<file path="config.mk">
export PLATFORM = sky130hd
export DESIGN_NAME = sattt_ctrl
export DESIGN_NICKNAME = d
export VERILOG_FILES = /design/src/rtl/core/sattt_pkg.sv /design/src/rtl/core/sattt_ctrl.sv
export SDC_FILE = /design/constraint.sdc
export NUM_CORES = 1
export LEC_CHECK = 0
export ABC_AREA = 1
export BUFFER_PORTS_ARGS = -buffer_cell sky130_fd_sc_hd__buf_2
export CORE_AREA = 5 5 42 44
export CTS_CLUSTER_DIAMETER = 100
export DETAILED_ROUTE_END_ITERATION = 8
export DIE_AREA = 0 0 47 49
export GPL_TIMING_DRIVEN = 0
export PLACE_DENSITY = 0.6
export REMOVE_ABC_BUFFERS = 1
export SYNTH_ARGS = -nofsm -noshare
export SYNTH_HDL_FRONTEND = slang
export SYNTH_SLANG_ARGS = --single-unit
</file>
<file path="constraint.sdc">
create_clock -name clk_i -period 2.08 [get_ports clk_i]
set_clock_uncertainty 0.2 [all_clocks]
set_input_delay 0 -clock clk_i [delete_from_list [all_inputs] [get_ports clk_i]]
set_output_delay 0 -clock clk_i [all_outputs]
set_load 0.02 [all_outputs]
</file>
<file path="src/rtl/core/sattt_pkg.sv">
// shared types and constants of the transposition table
package sattt_pkg;

  localparam int unsigned TAG_W     = 16;
  localparam int unsigned HASH_HI_W = 48;
  localparam int unsigned AGE_BIAS  = 32;

  localparam logic [1:0] OP_PROBE = 2'd0;
  localparam logic [1:0] OP_STORE = 2'd1;
  localparam logic [1:0] OP_CLEAR = 2'd2;

  localparam logic [1:0] BOUND_EMPTY = 2'd0;
  localparam logic [1:0] BOUND_EXACT = 2'd1;

  localparam logic CFG_GEN = 1'b0;
  localparam logic CFG_THR = 1'b1;

  localparam logic [14:0] THR_RESET = 15'd30000;

  typedef struct packed {
    logic [15:0]        tag;
    logic               pv;
    logic [7:0]         move;
    logic signed [15:0] value;
    logic [7:0]         depth;
    logic [1:0]         bound;
    logic [7:0]         gen;
  } entry_t;

  typedef enum logic [2:0] {
    ST_INIT,
    ST_IDLE,
    ST_WIPE,
    ST_INDEX,
    ST_READ,
    ST_LOOK,
    ST_WRITE,
    ST_DONE
  } state_e;

  typedef struct packed {
    logic accept;
    logic sweep;
    logic idx_step;
    logic mem_read;
    logic look;
    logic mem_write;
    logic load_out;
  } cmd_t;

  typedef struct packed {
    logic req_clear;
    logic req_work;
    logic idx_ready;
    logic sweep_last;
    logic out_free;
  } sts_t;

endpackage

</file>
<file path="src/rtl/core/sattt_ctrl.sv">
// sequencing state machine of the transposition table
module sattt_ctrl
  import sattt_pkg::*;
(
  input  logic clk_i,
  input  logic rst_ni,
  input  logic in_valid_i,
  output logic in_stall_o,
  input  sts_t sts_i,
  output cmd_t cmd_o
);

  state_e state_q, state_d;

  always_ff @(posedge clk_i or negedge rst_ni) begin
    if (!rst_ni) begin
      state_q <= ST_INIT;
    end else begin
      state_q <= state_d;
    end
  end

  always_comb begin
    state_d    = state_q;
    cmd_o      = '0;
    in_stall_o = (state_q != ST_IDLE);
    case (state_q)
      ST_INIT: begin
        cmd_o.sweep = 1'b1;
        if (sts_i.sweep_last) state_d = ST_IDLE;
      end
      ST_IDLE: begin
        if (in_valid_i) begin
          cmd_o.accept = 1'b1;
          if (sts_i.req_clear) begin
            state_d = ST_WIPE;
          end else if (sts_i.req_work) begin
            state_d = ST_INDEX;
          end else begin
            state_d = ST_DONE;
          end
        end
      end
      ST_WIPE: begin
        cmd_o.sweep = 1'b1;
        if (sts_i.sweep_last) state_d = ST_DONE;
      end
      ST_INDEX: begin
        cmd_o.idx_step = 1'b1;
        if (sts_i.idx_ready) state_d = ST_READ;
      end
      ST_READ: begin
        cmd_o.mem_read = 1'b1;
        state_d        = ST_LOOK;
      end
      ST_LOOK: begin
        cmd_o.look = 1'b1;
        state_d    = ST_WRITE;
      end
      ST_WRITE: begin
        cmd_o.mem_write = 1'b1;
        if (sts_i.out_free) begin
          cmd_o.load_out = 1'b1;
          state_d        = ST_IDLE;
        end else begin
          state_d = ST_DONE;
        end
      end
      ST_DONE: begin
        if (sts_i.out_free) begin
          cmd_o.load_out = 1'b1;
          state_d        = ST_IDLE;
        end
      end
      default: begin
        state_d = ST_INIT;
      end
    endcase
  end

endmodule

</file>
==> reports/results.txt <==
Pin count of the biggest net entering global routing: 11
Clock buffers created by TritonCTS: 3
Largest registers: state_q (3)
Number of I/O pins: 16
First-pass GRT wire length: 1570 um
Max VDD drop: 545 uV
Congestion Overflow GR: 0
Number of hold-slack violations in the final timing report: 0
Count of maximum capacitance violations: 0
Horizontal die dimension: 47 um
Slew Limit Headroom: 79.6%
Count of cell types in the netlist: 23
Final worst path period need: 1.89 ns
Depth of the worst register-to-register path: 7
Final Slew Violations: 0
Final worst-path cycle share: 90.8%
Tightest hold margin: 0.0294 ns
Depth of the CTS H-tree: 1
Detailed-router iteration count before antenna repair: 4
Setup total negative slack: 0 ns
Clock transition time at the flip-flop clock pins of the worst setup and hold paths: 0.04 ns
Remaining routing DRC violations: 0
Die footprint: 0.00230 sq mm
DRT antenna net count: 0
Flop-to-flop setup slack: 0.19 ns
Initial core utilization: 30.3%
Cells after synthesis: 58
Part of the power in combinational logic: 62.8%
CTS tree: built
Number of synthesized register bits: 3
Clock Tree Buf Depth: 2
Post-Synthesis Mean Instance Area: 7.31 sq um
R2r startpoint: state_q[2]
Routed wire length: 903 um
Capture point of the worst reg-to-reg path: state_q[2]
Number of rows in the core area: 14
Fmax achieved: 0.530 GHz
Type of the setup path with the least slack: reg2reg
Sequential share of power: 26.1%
Setup crit start kind: flop
Number of clock sinks: 3
Antenna violations before repair: 0
Core footprint: 0.00140 sq mm
Clk Tree Root Cell: sky130_fd_sc_hd__clkbuf_4
Total inserted antenna cells: 0
Lkg Pwr: 0.311 nW
Net switching power: 0.490 mW
Worst setup path startpoint: state_q[2]
Final setup violation count: 0
Setup crit end kind: flop
Yosys warning total: 0
Initial drt markers: 3
Overall track demand over capacity in global routing: 8.96%
Post-detail-place hpwl: 686 um
CP arrival: 1.80 ns
PortBufs: 15
Via-to-Cell Ratio: 4.34
Die height: 49 um
Setup repair after global routing missed its margin: no
Switching Share: 54.5%
Syn Std Cell Area: 424 sq um
Internal cell power: 0.410 mW
Maximum fanout count along the critical path: 8
Placer congestion estimate: 0.789
Number of fill cells: 161
Data required time at the worst endpoint: 1.99 ns
Worst min path class: in2reg
Via count: 421
Power per cell area: 1540 mW/mm^2
Worst setup path end: state_q[2]
Layout Nets: 90
Largest reg by FF count: state_q
Fraction of final layout cells sized beyond drive strength 1: 46.9%
Sequential fraction of the synthesis area: 17.7%
Latest clock arrival within the worst-skew pair: 0.23 ns
Routed wirelength normalized by instance count: 9.31 um
Least-Margin Pin Slew: 0.306 ns
Setup Fix Bufs, Post-CTS: 0
Via count of the first global-routing pass: 397
Clock power frac: 11.1%
Max FFs per register: 3
Result of the run: complete, no violations
Signed area change from the synthesized netlist to the final layout: 38.1%
==> cells in the final DEF, fill, tap and decap left out, types with 2 or more instances in the layout <==
cell                             n
sky130_fd_sc_hd__dfrtp_2         3
sky130_fd_sc_hd__inv_1           5
sky130_fd_sc_hd__nand2_2         2
sky130_fd_sc_hd__nand3_1         5
sky130_fd_sc_hd__nand2_4         2
sky130_fd_sc_hd__nor2_4          4
sky130_fd_sc_hd__buf_2          15
sky130_fd_sc_hd__nand2_1        12
sky130_fd_sc_hd__dlygate4sd3_1   7
sky130_fd_sc_hd__nand3_2         2
sky130_fd_sc_hd__clkbuf_4        3
sky130_fd_sc_hd__nor2_1          7
==> stage by stage <==
stage          power [mW]  worst slack (ns)  utilization, %  area [sq um]  std cells
2_1_floorplan       0.629             0.615               -           390         55
3_3_place_gp        0.760             0.513            34.6           485         86
3_5_place_dp        0.758             0.531            34.6           485         86
4_1_cts             0.906            0.0704            41.5           582         97
5_1_grt             0.988            0.0920            41.8           586         97
6_report            0.900             0.192            41.8           586         97
==> critical path, stage by stage, from the launching register on <==
cell	delay (ns)
sky130_fd_sc_hd__dfrtp_2	0.51
sky130_fd_sc_hd__inv_6	0.12
sky130_fd_sc_hd__nand3_4	0.09
sky130_fd_sc_hd__nor2_4	0.13
sky130_fd_sc_hd__nor2_4	0.04
sky130_fd_sc_hd__nand2_1	0.06
sky130_fd_sc_hd__o21ai_1	0.05
sky130_fd_sc_hd__dlygate4sd3_1	0.55
==> routing by layer <==
metal | global-route usage [%] | share of wire, %
met4 | 5.53 | 0
met3 | 0.369 | 6.4
met5 | 0 | 0
met2 | 14.5 | 50
met1 | 11.0 | 43
==> cells by family after synthesis <==
| logic type | after synthesis | share of synthesized area (%) |
|---|---|---|
| XOR/XNOR | 1 | 2.07 |
| AND/OR/NAND/NOR | 40 | 59.9 |
| AO/OA/AOI/OAI | 3 | 3.54 |
| flip-flops | 3 | 17.7 |
| buffers and inverters | 11 | 16.8 |
==> layout make-up <==
| type | instances | area [sq um] | area share [%] |
|---|---|---|---|
| clock buffers | 4 | 26.3 | 4.49 |
| inverters | 8 | 37.5 | 6.41 |
| multi-input cells | 44 | 278 | 47.4 |
| flip-flops and latches | 3 | 78.8 | 13.5 |
| well taps | 16 | 20.0 | 3.42 |
| repair buffers | 22 | 145 | 24.8 |
==> power groups by stage <==
| stage | logic, mW | clock network, mW | registers (mW) |
|---|---|---|---|
| after floorplan | 0.424 | 0 | 0.205 |
| after global placement | 0.528 | 0 | 0.232 |
| after detailed placement | 0.531 | 0 | 0.227 |
| after CTS | 0.575 | 0.104 | 0.228 |
| after global routing | 0.639 | 0.104 | 0.245 |
| final | 0.565 | 0.0996 | 0.235 |
==> worst min-delay path by stage <==
stage	startpoint	depth (start not counted)	slack, ns	endpoint
2_1_floorplan	rst_ni	0	-0.50	state_q[0]
3_3_place_gp	rst_ni	1	-0.40	state_q[0]
3_5_place_dp	rst_ni	1	-0.40	state_q[0]
4_1_cts	sts_i[2]	7	0.04	state_q[1]
5_1_grt	sts_i[2]	6	0.08	state_q[1]
6_report	sts_i[2]	7	0.03	state_q[1]
==> cell usage after synthesis (all sizes together) <==
master | n | area share, %
nor3 | 2 | 5.0
or2 | 1 | 1.5
o21ai | 2 | 2.4
dfrtp | 3 | 18
nand2 | 16 | 19
buf | 3 | 8.0
xnor2 | 1 | 2.1
a21oi | 1 | 1.2
nand3 | 8 | 15
nand4 | 1 | 1.5
nor2 | 12 | 18
inv | 8 | 8.9
==> repair_timing <==
item | 4_1_cts | 5_1_grt
gates resized for setup | 0 | 3
setup endpoints to repair | 0 | 1
hold endpoints to repair | 6 | 0
hold buffers | 7 | 0
(Power assumes the default switching activity.)
